--- src/design/b64_pkg.sv ---
// Shared types, constants and lookup functions for the Base64 codec.
package b64_pkg;

    localparam logic MODE_ENCODE = 1'b0;
    localparam logic MODE_DECODE = 1'b1;

    localparam logic [1:0] STAT_OK         = 2'd0;
    localparam logic [1:0] STAT_INVALID    = 2'd1;
    localparam logic [1:0] STAT_INCOMPLETE = 2'd2;

    localparam logic [7:0] CHAR_PAD   = 8'h3D;
    localparam logic [7:0] CHAR_PLUS  = 8'h2B;
    localparam logic [7:0] CHAR_SLASH = 8'h2F;

    localparam int JOB_DEPTH = 2;
    localparam int JOB_AW    = (JOB_DEPTH > 1) ? $clog2(JOB_DEPTH) : 1;
    localparam int JOB_CW    = $clog2(JOB_DEPTH + 1);

    localparam logic [JOB_CW-1:0] JOB_FULL = JOB_CW'(JOB_DEPTH);
    localparam logic [JOB_AW-1:0] JOB_LAST = JOB_AW'(JOB_DEPTH - 1);

    typedef struct packed {
        logic [7:0] in_byte;
        logic       in_last;
    } b64_in_t;

    typedef struct packed {
        logic [7:0] out_byte;
        logic       out_run_last;
        logic       out_stream_end;
        logic [1:0] out_status;
    } b64_out_t;

    typedef enum logic [1:0] {
        JOB_ENC,
        JOB_DEC,
        JOB_INC
    } job_kind_t;

    // cnt: encode = characters minus one, decode = bytes minus one
    typedef struct packed {
        job_kind_t   kind;
        logic [23:0] bits;
        logic [1:0]  cnt;
        logic        last;
        logic        invalid;
    } job_t;

    function automatic logic [7:0] sextet_char(input logic [5:0] s);
        logic [7:0] c;
        c = CHAR_SLASH;
        if (s < 6'd26)
            c = 8'h41 + {2'b00, s};
        else if (s < 6'd52)
            c = 8'h61 + {2'b00, s - 6'd26};
        else if (s < 6'd62)
            c = 8'h30 + {2'b00, s - 6'd52};
        else if (s == 6'd62)
            c = CHAR_PLUS;
        return c;
    endfunction

    // bit 6 set: character is in the alphabet
    function automatic logic [6:0] char_sextet(input logic [7:0] c);
        logic [6:0] r;
        r = 7'd0;
        if (c inside {[8'h41:8'h5A]})
            r = {1'b1, 6'(c - 8'h41)};
        else if (c inside {[8'h61:8'h7A]})
            r = {1'b1, 6'(c - 8'h61 + 8'd26)};
        else if (c inside {[8'h30:8'h39]})
            r = {1'b1, 6'(c - 8'h30 + 8'd52)};
        else if (c == CHAR_PLUS)
            r = {1'b1, 6'd62};
        else if (c == CHAR_SLASH)
            r = {1'b1, 6'd63};
        return r;
    endfunction

endpackage

--- src/design/b64_front.sv ---
// Front end: mode register, group gathering and job generation.
module b64_front (
    input  logic              clk,
    input  logic              rst_n,
    input  logic              cfg_valid,
    input  logic              cfg_data,
    input  logic              accept,
    input  b64_pkg::b64_in_t  data,
    output logic              job_push,
    output b64_pkg::job_t     job
);

    logic        mode_reg;
    logic [23:0] bits_reg, bits_next;
    logic [1:0]  count_reg, count_next;
    logic        twp_reg, twp_next;
    logic        inv_reg, inv_next;

    logic [1:0]  ne;
    logic [2:0]  n1;
    logic [23:0] base;
    logic [23:0] merged;
    logic        pad;
    logic [6:0]  lookup;
    logic [5:0]  sx;
    logic        inv_cur;
    logic        emit;

    always_ff @(posedge clk or negedge rst_n)
    begin
        if (!rst_n)
        begin
            mode_reg  <= b64_pkg::MODE_ENCODE;
            bits_reg  <= '0;
            count_reg <= '0;
            twp_reg   <= 1'b0;
            inv_reg   <= 1'b0;
        end
        else
        begin
            if (cfg_valid)
                mode_reg <= cfg_data;
            bits_reg  <= bits_next;
            count_reg <= count_next;
            twp_reg   <= twp_next;
            inv_reg   <= inv_next;
        end
    end

    always_comb
    begin
        bits_next  = bits_reg;
        count_next = count_reg;
        twp_next   = twp_reg;
        inv_next   = inv_reg;
        job_push   = 1'b0;
        job        = '0;
        emit       = 1'b0;
        pad        = (data.in_byte == b64_pkg::CHAR_PAD);
        lookup     = b64_pkg::char_sextet(data.in_byte);
        sx         = (!pad && lookup[6]) ? lookup[5:0] : 6'd0;
        inv_cur    = inv_reg | (!pad && !lookup[6]);
        ne         = 2'd0;
        n1         = 3'd0;
        base       = '0;
        merged     = '0;

        if (mode_reg == b64_pkg::MODE_ENCODE)
        begin
            ne   = (count_reg == 2'd3) ? 2'd0 : count_reg;
            base = (ne == 2'd0) ? 24'd0 : bits_reg;
            case (ne)
                2'd0:    merged = {data.in_byte, 16'd0};
                2'd1:    merged = base | {8'd0, data.in_byte, 8'd0};
                default: merged = base | {16'd0, data.in_byte};
            endcase
            n1   = {1'b0, ne} + 3'd1;
            emit = (n1 == 3'd3) || data.in_last;
            if (accept)
            begin
                if (emit)
                begin
                    job_push    = 1'b1;
                    job.kind    = b64_pkg::JOB_ENC;
                    job.bits    = merged;
                    job.cnt     = n1[1:0];
                    job.last    = data.in_last;
                    job.invalid = 1'b0;
                    bits_next   = '0;
                    count_next  = '0;
                    twp_next    = 1'b0;
                    inv_next    = 1'b0;
                end
                else
                begin
                    bits_next  = merged;
                    count_next = n1[1:0];
                end
            end
        end
        else
        begin
            base = (count_reg == 2'd0) ? 24'd0 : bits_reg;
            case (count_reg)
                2'd0:    merged = {sx, 18'd0};
                2'd1:    merged = base | {6'd0, sx, 12'd0};
                2'd2:    merged = base | {12'd0, sx, 6'd0};
                default: merged = base | {18'd0, sx};
            endcase
            if (accept)
            begin
                if (count_reg != 2'd3)
                begin
                    if (data.in_last)
                    begin
                        job_push    = 1'b1;
                        job.kind    = b64_pkg::JOB_INC;
                        job.bits    = '0;
                        job.cnt     = 2'd0;
                        job.last    = 1'b1;
                        job.invalid = 1'b0;
                        bits_next   = '0;
                        count_next  = '0;
                        twp_next    = 1'b0;
                        inv_next    = 1'b0;
                    end
                    else
                    begin
                        bits_next  = merged;
                        count_next = count_reg + 2'd1;
                        inv_next   = inv_cur;
                        if (count_reg == 2'd2)
                            twp_next = pad;
                    end
                end
                else
                begin
                    job_push    = 1'b1;
                    job.kind    = b64_pkg::JOB_DEC;
                    job.bits    = merged;
                    job.cnt     = 2'd2 - {1'b0, data.in_last & pad}
                                       - {1'b0, data.in_last & twp_reg};
                    job.last    = data.in_last;
                    job.invalid = inv_cur;
                    bits_next   = '0;
                    count_next  = '0;
                    twp_next    = 1'b0;
                    inv_next    = 1'b0;
                end
            end
        end
    end

endmodule

--- src/design/b64_fifo.sv ---
// Short job queue between the front end and the result sequencer.
module b64_fifo (
    input  logic           clk,
    input  logic           rst_n,
    input  logic           wr_en,
    input  b64_pkg::job_t  wr_job,
    input  logic           rd_en,
    output logic           rd_valid,
    output b64_pkg::job_t  rd_job,
    output logic           q_full
);

    b64_pkg::job_t                  mem [b64_pkg::JOB_DEPTH];
    logic [b64_pkg::JOB_AW-1:0]     wptr_reg, rptr_reg;
    logic [b64_pkg::JOB_CW-1:0]     cnt_reg;
    logic                           do_wr, do_rd;

    assign q_full   = (cnt_reg == b64_pkg::JOB_FULL);
    assign rd_valid = (cnt_reg != '0);
    assign rd_job   = mem[rptr_reg];
    assign do_wr    = wr_en && !q_full;
    assign do_rd    = rd_en && rd_valid;

    always_ff @(posedge clk)
    begin
        if (do_wr)
            mem[wptr_reg] <= wr_job;
    end

    always_ff @(posedge clk or negedge rst_n)
    begin
        if (!rst_n)
        begin
            wptr_reg <= '0;
            rptr_reg <= '0;
            cnt_reg  <= '0;
        end
        else
        begin
            if (do_wr)
                wptr_reg <= (wptr_reg == b64_pkg::JOB_LAST) ? '0 : wptr_reg + 1'b1;
            if (do_rd)
                rptr_reg <= (rptr_reg == b64_pkg::JOB_LAST) ? '0 : rptr_reg + 1'b1;
            if (do_wr && !do_rd)
                cnt_reg <= cnt_reg + 1'b1;
            else if (do_rd && !do_wr)
                cnt_reg <= cnt_reg - 1'b1;
        end
    end

endmodule

--- src/design/b64_back.sv ---
// Back end: expands each job into result items through the output register.
module b64_back (
    input  logic              clk,
    input  logic              rst_n,
    input  logic              job_valid,
    input  b64_pkg::job_t     job,
    output logic              job_pop,
    input  logic              pop,
    output logic              empty,
    output b64_pkg::b64_out_t result
);

    logic [1:0]         idx_reg;
    logic               ov_reg;
    b64_pkg::b64_out_t  res_reg;
    b64_pkg::b64_out_t  res_next;
    logic [1:0]         fin;
    logic               adv;
    logic [5:0]         sx;
    logic [7:0]         byt;

    assign empty  = !ov_reg;
    assign result = res_reg;
    assign adv    = job_valid && (!ov_reg || pop);

    always_comb
    begin
        case (idx_reg)
            2'd0:    sx = job.bits[23:18];
            2'd1:    sx = job.bits[17:12];
            2'd2:    sx = job.bits[11:6];
            default: sx = job.bits[5:0];
        endcase
        case (idx_reg)
            2'd0:    byt = job.bits[23:16];
            2'd1:    byt = job.bits[15:8];
            default: byt = job.bits[7:0];
        endcase

        res_next = '0;
        fin      = 2'd0;
        case (job.kind)
            b64_pkg::JOB_ENC:
            begin
                fin = 2'd3;
                res_next.out_byte       = (idx_reg <= job.cnt) ? b64_pkg::sextet_char(sx)
                                                               : b64_pkg::CHAR_PAD;
                res_next.out_run_last   = (idx_reg == fin);
                res_next.out_stream_end = job.last && (idx_reg == fin);
                res_next.out_status     = b64_pkg::STAT_OK;
            end
            b64_pkg::JOB_DEC:
            begin
                fin = job.cnt;
                res_next.out_byte       = byt;
                res_next.out_run_last   = (idx_reg == fin);
                res_next.out_stream_end = job.last && (idx_reg == fin);
                res_next.out_status     = job.invalid ? b64_pkg::STAT_INVALID
                                                      : b64_pkg::STAT_OK;
            end
            default:
            begin
                fin = 2'd0;
                res_next.out_byte       = 8'd0;
                res_next.out_run_last   = 1'b1;
                res_next.out_stream_end = 1'b1;
                res_next.out_status     = b64_pkg::STAT_INCOMPLETE;
            end
        endcase
        job_pop = adv && (idx_reg == fin);
    end

    always_ff @(posedge clk)
    begin
        if (adv)
            res_reg <= res_next;
    end

    always_ff @(posedge clk or negedge rst_n)
    begin
        if (!rst_n)
        begin
            idx_reg <= '0;
            ov_reg  <= 1'b0;
        end
        else
        begin
            if (adv)
            begin
                ov_reg  <= 1'b1;
                idx_reg <= (idx_reg == fin) ? 2'd0 : idx_reg + 2'd1;
            end
            else if (pop)
                ov_reg <= 1'b0;
        end
    end

endmodule

--- src/design/base64_codec.sv ---
// Top level of the streaming Base64 codec.
// Usage:
//   Input queue side: drive data (in_byte, in_last) with push; an item is
//   taken when push is high and full is low. in_last closes the stream.
//   Result queue side: while empty is low, result holds the oldest result;
//   pop takes it. Each result is one byte with run-last, stream-end and
//   status flags.
//   Config: cfg_valid writes cfg_data into the mode bit (0 encode,
//   1 decode); cfg_ready is always high. Write only while the codec is idle.
// Timing:
//   Input is taken one item per cycle while the two-entry job queue has room.
//   The closing item forms a job; the job queue feeds the output register.
//   Results leave at one per cycle from the output register while pop
//   keeps it drained, so encoding sustains four results per three input
//   bytes; decoding sustains three results per four input characters.
// Reset clears the group state and the job queue, marks the output
// register empty and selects encode mode. A stalled receiver fills the
// output register and the job queue, after which full rises and input waits.
module base64_codec (
    input  logic              clk,
    input  logic              rst_n,
    input  logic              push,
    output logic              full,
    input  b64_pkg::b64_in_t  data,
    output logic              empty,
    input  logic              pop,
    output b64_pkg::b64_out_t result,
    input  logic              cfg_valid,
    output logic              cfg_ready,
    input  logic              cfg_data
);

    logic           accept;
    logic           job_push;
    b64_pkg::job_t  job_in;
    logic           job_valid;
    b64_pkg::job_t  job_head;
    logic           job_pop;
    logic           q_full;

    assign full      = q_full;
    assign accept    = push && !q_full;
    assign cfg_ready = 1'b1;

    b64_front u_front (
        .clk       (clk),
        .rst_n     (rst_n),
        .cfg_valid (cfg_valid),
        .cfg_data  (cfg_data),
        .accept    (accept),
        .data      (data),
        .job_push  (job_push),
        .job       (job_in)
    );

    b64_fifo u_fifo (
        .clk      (clk),
        .rst_n    (rst_n),
        .wr_en    (job_push),
        .wr_job   (job_in),
        .rd_en    (job_pop),
        .rd_valid (job_valid),
        .rd_job   (job_head),
        .q_full   (q_full)
    );

    b64_back u_back (
        .clk       (clk),
        .rst_n     (rst_n),
        .job_valid (job_valid),
        .job       (job_head),
        .job_pop   (job_pop),
        .pop       (pop),
        .empty     (empty),
        .result    (result)
    );

endmodule
--- config.mk ---
export PLATFORM = sky130hd
export DESIGN_NAME = base64_codec
export DESIGN_NICKNAME = d
export VERILOG_FILES = /design/src/design/b64_pkg.sv /design/src/design/b64_front.sv /design/src/design/b64_fifo.sv /design/src/design/b64_back.sv /design/src/design/base64_codec.sv
export SDC_FILE = /design/constraint.sdc
export NUM_CORES = 1
export LEC_CHECK = 0
export ABC_AREA = 1
export BUFFER_PORTS_ARGS = -buffer_cell sky130_fd_sc_hd__buf_2
export CAP_MARGIN = 20
export CORE_MARGIN = 2
export CORE_UTILIZATION = 30
export CTS_CLUSTER_DIAMETER = 40
export DETAILED_ROUTE_END_ITERATION = 16
export HOLD_SLACK_MARGIN = 0.02
export SLEW_MARGIN = 20
export SYNTH_ARGS = -nofsm -noshare
export SYNTH_HDL_FRONTEND = slang
export SYNTH_SLANG_ARGS = --single-unit
--- constraint.sdc ---
create_clock -name clk -period 7.5 [get_ports clk]
set_input_delay 1.5 -clock clk [delete_from_list [all_inputs] [get_ports clk]]
set_output_delay 1.5 -clock clk [all_outputs]
set_load 0.1 [all_outputs]
==> reports/results.tsv, run 1 <==
metric	value	unit
count of maximum capacitance violations	0	
launching point of the worst reg2reg path	u_fifo.cnt_reg[1]$_DFFE_PN0P_	
first-iteration detailed-routing DRC count	697	
number of flops mapped to enable cells by yosys	72	
first-pass iteration count of the detailed router	6	
prevailing post-synth register cell	edfxtp_1	
final total negative setup slack	0	ps
CP bufs+invs	3	
combined area of all synthesized cells	7114	µm²
FFs w/ async S/R, synth	33.33	%
total DRC errors in the routed layout	0	
Leak	3.376	nW
number of flip-flops under the largest register name	60	
placed cells	1231	
clock-pin slew on the worst setup and hold paths	70	ps
vias in the first global route	5574	
worst endpoint required time	7620	ps
top cell type's share of synthesized area	30.39	%
cell types with the highest counts after synthesis	nand2_1, nor2_1, inv_1, edfxtp_1	
post-route setup slack	3349	ps
count of boundary I/O pins	30	
die width	158.0	µm
clock tree from TritonCTS	yes	
clock network latency to the later pin of the worst-skew pair	360	ps
antenna viol nets, final	0	
r2r setup slk	4050	ps
type of the tightest min-delay check	flip-flop to flip-flop	
number of clock sinks	108	
final antenna diode count	0	
final wirelength	18020	µm
final setup skew	11.40	ps
Critical path origin	push	
category of cells accounting for the largest share of critical-path delay	buffers and inverters	
hold buffer count at cts	0	
worst vdd ir	0.0002140	V
result of the run	finished, final reports clean	
Synth warnings	0	
Detail Placement HPWL	12950	µm
slew at the pin with the worst max-slew slack	1057	ps
clock period minus final worst setup slack	4151	ps
overall fraction of global-route tracks in use	15.11	%
Critical Path AT	4270	ps
sequential area share after synthesis	43.05	%
chain of cells forming the critical path	buf_2 -> o21ai_2 -> buf_4 -> inv_1 -> nand3_1 -> o21ai_0	
Pins Over Slew Limit	0	
largest stage delay on the critical path	1020	ps
CTS Buffer Depth	2	
share of the cycle needed by the critical path after routing	55.35	%
antenna violations before repair	0	
worst hold path cell count	1	
hold path startpoint	u_fifo.wptr_reg$_DFFE_PN0P_	
synth unique cells	48	
number of buffer cells added on primary ports	28	
maximum fanout along the worst path	33	
routed wirelength normalized by instance count	14.45	µm
Non-Filler Instances	1247	
number of register bits inferred by synthesis	108	
Via density	4.809	
total grt overflow	0	
CP startpoint kind	input port	
placement-stage worst setup slack	3085	ps
worst hold endpoint	u_fifo.wptr_reg$_DFFE_PN0P_	
post-route cell area	7807	µm²
total number of H-tree levels	3	
initial standard-cell utilization of the core	30.40	%
setup repair after global routing missed its margin	no	
Max Freq	0.2409	GHz
endpoint of the worst-slack reg-to-reg timing path	u_fifo.mem[1][6]$_DFFE_PP_	
vias post-DR	5997	
capturing element type of the critical path	flip-flop	
P per Cell Area	465.4	nW/µm²
area of the core	23400	µm²
gp weighted congestion	0.9172	
count leader, synth	nand2_1	
global-route wire length before repair	29510	µm
largest net degree at the start of global routing	37	
cells taking the most area after synthesis	edfxtp_1, nand2_1, dfrtp_1	
post-CTS setup buffer count	0	
Final nets	970	
slowest cell on the critical path	nand3_1	
Area growth syn-to-layout	9.743	%
Worst R2R Path Depth	6	
cell type with the highest aggregate area in the netlist	edfxtp_1	
share of post-route cells with drive strength above 1	10.67	%
total die area	24960	µm²
path type of the worst setup path	input port to flip-flop	
count of cells resized by post-cts repair	0	
area of placed instances	7503	µm²
Fin. Hold Viols	0	
final number of setup-violating endpoints	0	
Synth Area per Inst	7.767	µm²
die extent in y	158.0	µm
row cnt	56	
Synth Net Count	963	
number of CTS-inserted buffers	9	
Max-slew headroom	29.56	%
clock root buffer	clkbuf_16	
Cells after Synth	916	
-- power breakdown --
part	leakage (nW)	internal, mW	switching (mW)
Sequential	1.14	0.846	0.0869
Combinational	2.09	0.595	1.61
Clock	0.146	0.264	0.227
Total	3.38	1.71	1.93
-- cell families after synthesis --
kind of cell | Yosys count | share of synthesized area, %
other cells | 1 | 0.05271
xor+xnor | 17 | 2.093
compound gates | 166 | 13.40
buf+inv | 137 | 8.160
simple gates | 452 | 27.19
flops | 108 | 43.05
fa+ha+maj | 32 | 5.628
mux | 3 | 0.4221
-- cell usage in the layout, fill, tap and decap left out, types with 15 or more instances in the layout --
cell type / instances
a21oi_1: 39
buf_2: 28
dfrtp_1: 36
edfxtp_1: 72
ha_1: 32
inv_1: 83
nand2_1: 263
nand3_1: 62
nor2_1: 83
o21ai_0: 62
o22ai_1: 18
xor2_1: 15
-- area by class of cell --
type | count | area [µm²]
flip-flops and latches | 108 | 3063
clock inverters | 7 | 78.83
inverters | 99 | 376.6
well taps | 319 | 399.1
multi-input cells | 671 | 3480
clock buffers | 9 | 225.2
repair buffers | 34 | 185.2
fillers | 2507 | 15600
-- worst max-delay path by stage --
stage	cells after the start	slack, ps	endpoint
2_1_floorplan	8	3300	u_fifo.mem[0][0]$_DFFE_PP_
3_3_place_gp	6	3170	u_fifo.mem[0][3]$_DFFE_PP_
3_5_place_dp	6	3080	u_fifo.mem[0][17]$_DFFE_PP_
4_1_cts	6	3440	u_fifo.mem[0][17]$_DFFE_PP_
5_1_grt	6	3120	u_fifo.mem[0][27]$_DFFE_PP_
6_report	6	3350	u_fifo.mem[1][6]$_DFFE_PP_
-- per-layer routing --
layer  up-vias  routed length, µm  global-route usage (%)
met5         -                  0                       0
met4         0                419                   5.320
met3        34                931                   2.902
met2       198               8067                   23.00
met1      2721               8600                   21.41
li1       3044                  -                       -
-- worst reg2reg max path: stages (launching register included) --
cell,delay [ps]
dfrtp_1,380
inv_1,130
o21ai_2,60
buf_4,230
inv_1,780
nand3_1,1020
o21ai_0,620
-- per-stage QoR --
step,hold slack [ps],power [mW],utilization (%)
2_1_floorplan,463.5,2.686,-
3_3_place_gp,493.8,3.137,32.06
3_5_place_dp,502.8,3.134,32.06
4_1_cts,513.8,3.636,33.36
5_1_grt,555.7,3.961,33.36
6_report,509.0,3.634,33.36
No activity file was read; power rests on OpenSTA's default activity.
==> run 2: changes to the inputs <==
clock period = 4.15 ns   (was 7.5 ns; I/O delays follow)
==> run 2 against run 1 <==
Compared with the run above: power rose by 80%; via count rose by 2.0%; first-iteration DRC count fell by 25%; sequential share of layout area fell by 0.12 points; non-clock buffer count rose by 6; cell area rose by 0.30%; die area did not move; worst setup slack got worse by 2400 ps; cell count rose by 0.48%; clock skew fell by 2.5 ps; clock power rose by 71%; global-route usage rose by 0.44 points; largest cell class unchanged; highest routed layer unchanged.
==> reports/results.tsv, run 2 (synthesis results as in run 1) <==
metric	value	unit	change
Critical Path AT	3320	ps	-950 ps
Worst R2R Path Depth	16		+10
clock-pin slew on the worst setup and hold paths	70	ps	about the same
number of flip-flops under the largest register name	60		unchanged
Final nets	976		+0.62%
final wirelength	18630	µm	+3.4%
setup repair after global routing missed its margin	no		
global-route wire length before repair	30280	µm	+2.6%
worst hold path cell count	1		unchanged
part of the total power dissipated in sequential elements	26.4	%	+0.7 points
antenna viol nets, final	0		unchanged
Pins Over Slew Limit	0		unchanged
gp weighted congestion	0.8740		-4.7%
combinational power share	60.8	%	about the same
post-CTS setup buffer count	0		unchanged
result of the run	finished, final reports clean		
clock tree from TritonCTS	yes		
power spent charging and discharging nets	3.479	mW	+80%
placement-stage worst setup slack	852.0	ps	-2233 ps
area of the core	23400	µm²	unchanged
number of buffer cells added on primary ports	28		unchanged
worst endpoint required time	4260	ps	-3360 ps
Via density	4.881		+1.5%
die width	158.0	µm	unchanged
Max-slew headroom	36.24	%	+6.7 points
total grt overflow	0		unchanged
worst vdd ir	0.0005065	V	+140%
Leak	3.395	nW	+0.58%
leading cell type in the layout, fill and taps excluded	nand2_1		
P per Cell Area	833.0	nW/µm²	+79%
capturing element type of the critical path	flip-flop		
Sequential Area	3063	µm²	unchanged
worst-case hold slack	513.1	ps	+4.066 ps
Detail Placement HPWL	13260	µm	+2.4%
path type of the worst setup path	flip-flop to flip-flop		
share of post-route cells with drive strength above 1	11.24	%	+0.57 points
final setup skew	8.896	ps	-2.506 ps
area of the multi-input gates	3480	µm²	unchanged
share of the cycle needed by the critical path after routing	77.46	%	
die extent in y	158.0	µm	unchanged
hold buffer count at cts	0		unchanged
number of clock sinks	108		unchanged
count of cells resized by post-cts repair	0		unchanged
clock root buffer	clkbuf_16		
Fin. Hold Viols	0		unchanged
type of the tightest min-delay check	flip-flop to flip-flop		
clock network latency to the later pin of the worst-skew pair	360	ps	about the same
slew at the pin with the worst max-slew slack	956.4	ps	-100.2 ps
most frequent cells in the layout	nand2_1, inv_1, nor2_1		
largest net degree at the start of global routing	37		unchanged
post-route setup slack	935.2	ps	-2414 ps
Area growth syn-to-layout	10.08	%	
sw frac	53.33	%	+0.27 points
overall fraction of global-route tracks in use	15.55	%	+0.44 points
count of boundary I/O pins	30		unchanged
total number of H-tree levels	3		unchanged
first-pass iteration count of the detailed router	5		-1
first-iteration detailed-routing DRC count	520		-25%
vias in the first global route	5771		+3.5%
clock period minus final worst setup slack	3215	ps	
total die area	24960	µm²	unchanged
clock network fraction of design power	12.9	%	-0.6 points
utilization of the core after routing	33.46	%	+0.10 points
final antenna diode count	0		unchanged
final total negative setup slack	0	ps	unchanged
count of maximum capacitance violations	0		unchanged
total DRC errors in the routed layout	0		unchanged
row cnt	56		unchanged
P_int	3.044	mW	+79%
Fill cells	2485		-0.88%
initial standard-cell utilization of the core	30.40	%	unchanged
vias post-DR	6116		+2.0%
antenna violations before repair	0		unchanged
maximum fanout along the worst path	23		-30%
routed wirelength normalized by instance count	14.86	µm	+2.9%
CTS Buffer Depth	2		unchanged
CP startpoint kind	flip-flop		
number of CTS-inserted buffers	9		unchanged
Max Freq	0.3111	GHz	
final number of setup-violating endpoints	0		unchanged
-- run 2: cell type report --
type | instances | area share (%)
Tap cell | 319 | 5.097
Sequential cell | 108 | 39.11
Timing Repair Buffer | 40 | 2.940
Inverter | 99 | 4.809
Multi-Input combinational cell | 671 | 44.43
Clock buffer | 10 | 2.924
Clock inverter | 6 | 0.6870
-- run 2: power groups by stage --
stage	Combinational, mW	Sequential [mW]	Clock [mW]
6_report	3.96	1.72	0.839
5_1_grt	4.41	1.76	0.907
4_1_cts	3.93	1.72	0.860
3_5_place_dp	3.91	1.74	0
3_3_place_gp	3.91	1.74	0
2_1_floorplan	2.74	2.12	0
-- run 2: worst max-delay path, stage by stage, from the launching register on --
cell and delay, ps:
dfrtp_1 900, buf_4 320, mux2i_1 270, nand2_1 90, and2_1 220, inv_1 130, ha_1 260, nor2_1 110
inv_1 60, nor2_1 140, nand3_1 110, nand3_1 110, nand2_1 60, nand2_1 50, nand2_1 50, nand2_1 50
nand2_1 40
-- run 2: stage by stage --
step                power (mW)  cell area (µm²)  instances
floorplan                4.855             7114        916
global placement         5.652             7548       1237
detailed placement       5.657             7548       1237
CTS                      6.509             7831       1253
global route             7.084             7831       1253
finish                   6.524             7831       1253
-- run 2: routing by layer --
layer / share of wire, % / vias to the layer above / global-route usage (%) / routed length (µm)
met5: 0 / - / 0 / 0
li1: - / 3055 / - / -
met3: 5.6 / 31 / 2.929 / 1040
met2: 46 / 205 / 24.49 / 8514
met4: 2.2 / 0 / 5.448 / 405
met1: 47 / 2825 / 21.39 / 8664
-- run 2: worst paths after layout --
check                                            start                          endpoint  slack, ps
setup / recovery           u_fifo.rptr_reg$_DFFE_PN0P_        u_back.result[8]$_DFFE_PP_        940
hold / removal             u_fifo.wptr_reg$_DFFE_PN0P_       u_fifo.wptr_reg$_DFFE_PN0P_        510
setup reg to reg           u_fifo.rptr_reg$_DFFE_PN0P_        u_back.result[8]$_DFFE_PP_        940
hold reg to reg            u_fifo.wptr_reg$_DFFE_PN0P_       u_fifo.wptr_reg$_DFFE_PN0P_        510
max in group asynchronous                        rst_n     u_back.idx_reg[1]$_DFFE_PN0P_       2920
min in group asynchronous                        rst_n  u_front.bits_reg[15]$_DFFE_PN0P_        620
==> run 3: changes to the inputs <==
ABC_AREA = 0   (was 1)
clock period = 2.8 ns   (was 4.15 ns; I/O delays follow)
==> run 3 against run 2 <==
Compared with the run above: die area fell by 6.8%; clock skew is 6.5 ps higher; cell count shrank 21%; sequential power grew 38%; synthesized area down 7.0%; clock power grew 50%; register-to-register slack worse by 890 ps; critical endpoint is now u_back.result[9]$_DFFE_PP_; highest routed layer unchanged.
==> reports/results.tsv, run 3 <==
metric	value	unit	change
result of the run	finished, final reports clean		
Worst R2R Path Depth	10		-6
leading cell type in the layout, fill and taps excluded	buf_4		
chain of cells forming the critical path	clkbuf_16 -> buf_4 -> mux2i_2 -> a32o_2 -> buf_12 -> ha_4 -> or3_4 -> xnor2_4 -> nor4_4 -> o31ai_2		
overall fraction of global-route tracks in use	14.67	%	-0.88 points
count of maximum capacitance violations	0		unchanged
total DRC errors in the routed layout	0		unchanged
clock network latency to the later pin of the worst-skew pair	360	ps	about the same
share of the cycle needed by the critical path after routing	98.56	%	+21 points
r2r setup slk	40	ps	-890 ps
routed wirelength normalized by instance count	17.68	µm	+19%
synth unique cells	88		+83%
final setup skew	15.41	ps	+6.509 ps
slew at the pin with the worst max-slew slack	880.3	ps	-76.02 ps
area of the core	21760	µm²	-7.0%
top cell type's share of synthesized area	32.67	%	+2.3 points
Detail Placement HPWL	12670	µm	-4.5%
maximum fanout along the worst path	5		-78%
combined area of all synthesized cells	6618	µm²	-7.0%
capturing element type of the critical path	flip-flop		
CTS Buffer Depth	2		unchanged
Pins Over Slew Limit	0		unchanged
number of buffer cells added on primary ports	28		unchanged
Fin. Hold Viols	0		unchanged
die extent in y	152.5	µm	-3.5%
post-route cell area	8229	µm²	+5.1%
total die area	23260	µm²	-6.8%
DRT met1 WL	8043	µm	-7.2%
antenna viol nets, final	0		unchanged
setup repair after global routing missed its margin	yes		
final antenna diode count	0		unchanged
total number of H-tree levels	3		unchanged
number of clock sinks	108		unchanged
Critical Path AT	2870	ps	-450 ps
row cnt	54		-3.6%
final total negative setup slack	0	ps	unchanged
Max Freq	0.3624	GHz	+16%
vias post-DR	5286		-14%
Final nets	754		-23%
Via density	5.329		+9.2%
prevailing post-synth register cell	edfxtp_1		
Non-Filler Instances	992		-21%
first-pass iteration count of the detailed router	6		+1
number of register bits inferred by synthesis	108		unchanged
sequential area share after synthesis	46.28	%	+3.2 points
gp weighted congestion	0.8953		+2.4%
total power	10.60	mW	+63%
count of boundary I/O pins	30		unchanged
total grt overflow	0		unchanged
count leader, synth	edfxtp_1		
Critical path origin	u_fifo.rptr_reg$_DFFE_PN0P_		
largest net degree at the start of global routing	37		unchanged
Fill cells	2111		-15%
worst vdd ir	0.0005613	V	+11%
number of flip-flops under the largest register name	60		unchanged
largest stage delay on the critical path	480	ps	-420 ps
FFs w/ async S/R, synth	33.33	%	unchanged
Max-slew headroom	41.31	%	+5.1 points
placed cells	970		-22%
first-iteration detailed-routing DRC count	455		-13%
initial standard-cell utilization of the core	30.42	%	about the same
amount of wire on met2 after detailed routing	8359	µm	-1.8%
path type of the worst setup path	flip-flop to flip-flop		
share of post-route cells with drive strength above 1	29.92	%	+19 points
vias in the first global route	4964		-14%
cell type with the highest aggregate area in the netlist	edfxtp_1		
final wirelength	17540	µm	-5.8%
clock-pin slew on the worst setup and hold paths	80	ps	about the same
antenna violations before repair	0		unchanged
clock tree from TritonCTS	yes		
worst endpoint required time	2910	ps	-1350 ps
utilization of the core after routing	37.82	%	+4.4 points
Area growth syn-to-layout	24.35	%	
Synth warnings	0		unchanged
Synth Area per Inst	10.76	µm²	+39%
type of the tightest min-delay check	input port to async pin		
die width	152.5	µm	-3.5%
slowest cell on the critical path	dfrtp_2		
Synth Net Count	662		-31%
Cells after Synth	615		-33%
number of CTS-inserted buffers	9		unchanged
highest signal layer in the routed design	met4		
P per Cell Area	1288	nW/µm²	+55%
endpoint of the worst-slack reg-to-reg timing path	u_back.result[9]$_DFFE_PP_		
launching point of the worst reg2reg path	u_fifo.rptr_reg$_DFFE_PN0P_		
final number of setup-violating endpoints	0		unchanged
number of flops mapped to enable cells by yosys	72		unchanged
clock period minus final worst setup slack	2760	ps	-455.2 ps
cell types with the highest counts after synthesis	edfxtp_1, nand2_1, dfrtp_1, nor2_1, ha_1		
Leak	3.253	nW	-4.2%
global-route wire length before repair	27220	µm	-10%
area of placed instances	7577	µm²	+0.38%
most frequent cells in the layout	buf_4, edfxtp_1, nand2_1		
CP startpoint kind	flip-flop		
cells taking the most area after synthesis	edfxtp_1, dfrtp_1, ha_1		
clock root buffer	clkbuf_16		
metal3 WL	799	µm	-23%
run 3: cell type report:
cell class / count / area [µm²] / area share (%)
clock inverter: 7 / 68.82 / 0.8362
sequential: 108 / 3064 / 37.24
clock buffer: 9 / 225.2 / 2.737
timing repair buffer: 113 / 862.1 / 10.48
multi-input combinational: 450 / 3560 / 43.26
inverter: 25 / 98.84 / 1.201
tap: 280 / 350.3 / 4.257
run 3: cells by family (layout without fill, tap and decap cells):
logic type,Yosys count,count (layout),synth area share (%)
multiplexers,36,36,6.201
other,1,1,0.05667
AND/OR/NAND/NOR,169,169,12.57
buffers and inverters,57,154,3.970
AO/OA/AOI/OAI,191,191,21.97
XOR/XNOR,21,21,2.893
adder cells (fa/ha/maj),32,32,6.050
flip-flops,108,108,46.28
run 3: where the power goes:
part           switching, mW  total, mW  internal, mW
registers              0.203       2.38          2.17
logic                   4.09       6.96          2.87
clock network          0.636       1.26         0.626
run 3: worst max-delay path: cells and delay by family, from the launching register on:
family / cells / cell delay (ps)
AOI/OAI and AO/OA: 2 / 320
xor gates and xnor gates: 1 / 170
adders and majority gates: 1 / 180
buffers and inverters: 3 / 490
DFF: 1 / 480
muxes: 1 / 160
and+or+nand+nor: 2 / 710
run 3: metal layers:
| metal | vias to the layer above | GRT usage, % |
|---|---|---|
| met3 | 26 | 2.958 |
| met1 | 2550 | 20.56 |
| met2 | 181 | 23.38 |
| met4 | 0 | 3.616 |
| li1 | 2529 | - |
| met5 | - | 0 |
run 3: worst max-delay path by stage:
stage	depth (start not counted)	end
after global placement	9	u_back.result[8]$_DFFE_PP_
final	10	u_back.result[9]$_DFFE_PP_
after global routing	9	u_back.result[8]$_DFFE_PP_
after CTS	9	u_back.result[8]$_DFFE_PP_
after floorplan	7	u_fifo.mem[1][0]$_DFFE_PP_
after detailed placement	11	u_back.result[8]$_DFFE_PP_
run 3: what timing repair did:
action	CTS	global route
resized for setup	8	46
pin swaps	0	19
gates cloned	0	2
hold buffers	0	0
setup buffers	0	5
setup endpoints to repair	3	8
run 3: stage by stage:
stage               hold WS [ps]  setup slack (ps)
finish                     306.0             40.45
global route               370.0            -68.88
CTS                        331.3             1.396
detailed placement         479.7            -115.8
global placement           475.6            -17.83
floorplan                  264.4            -13.79
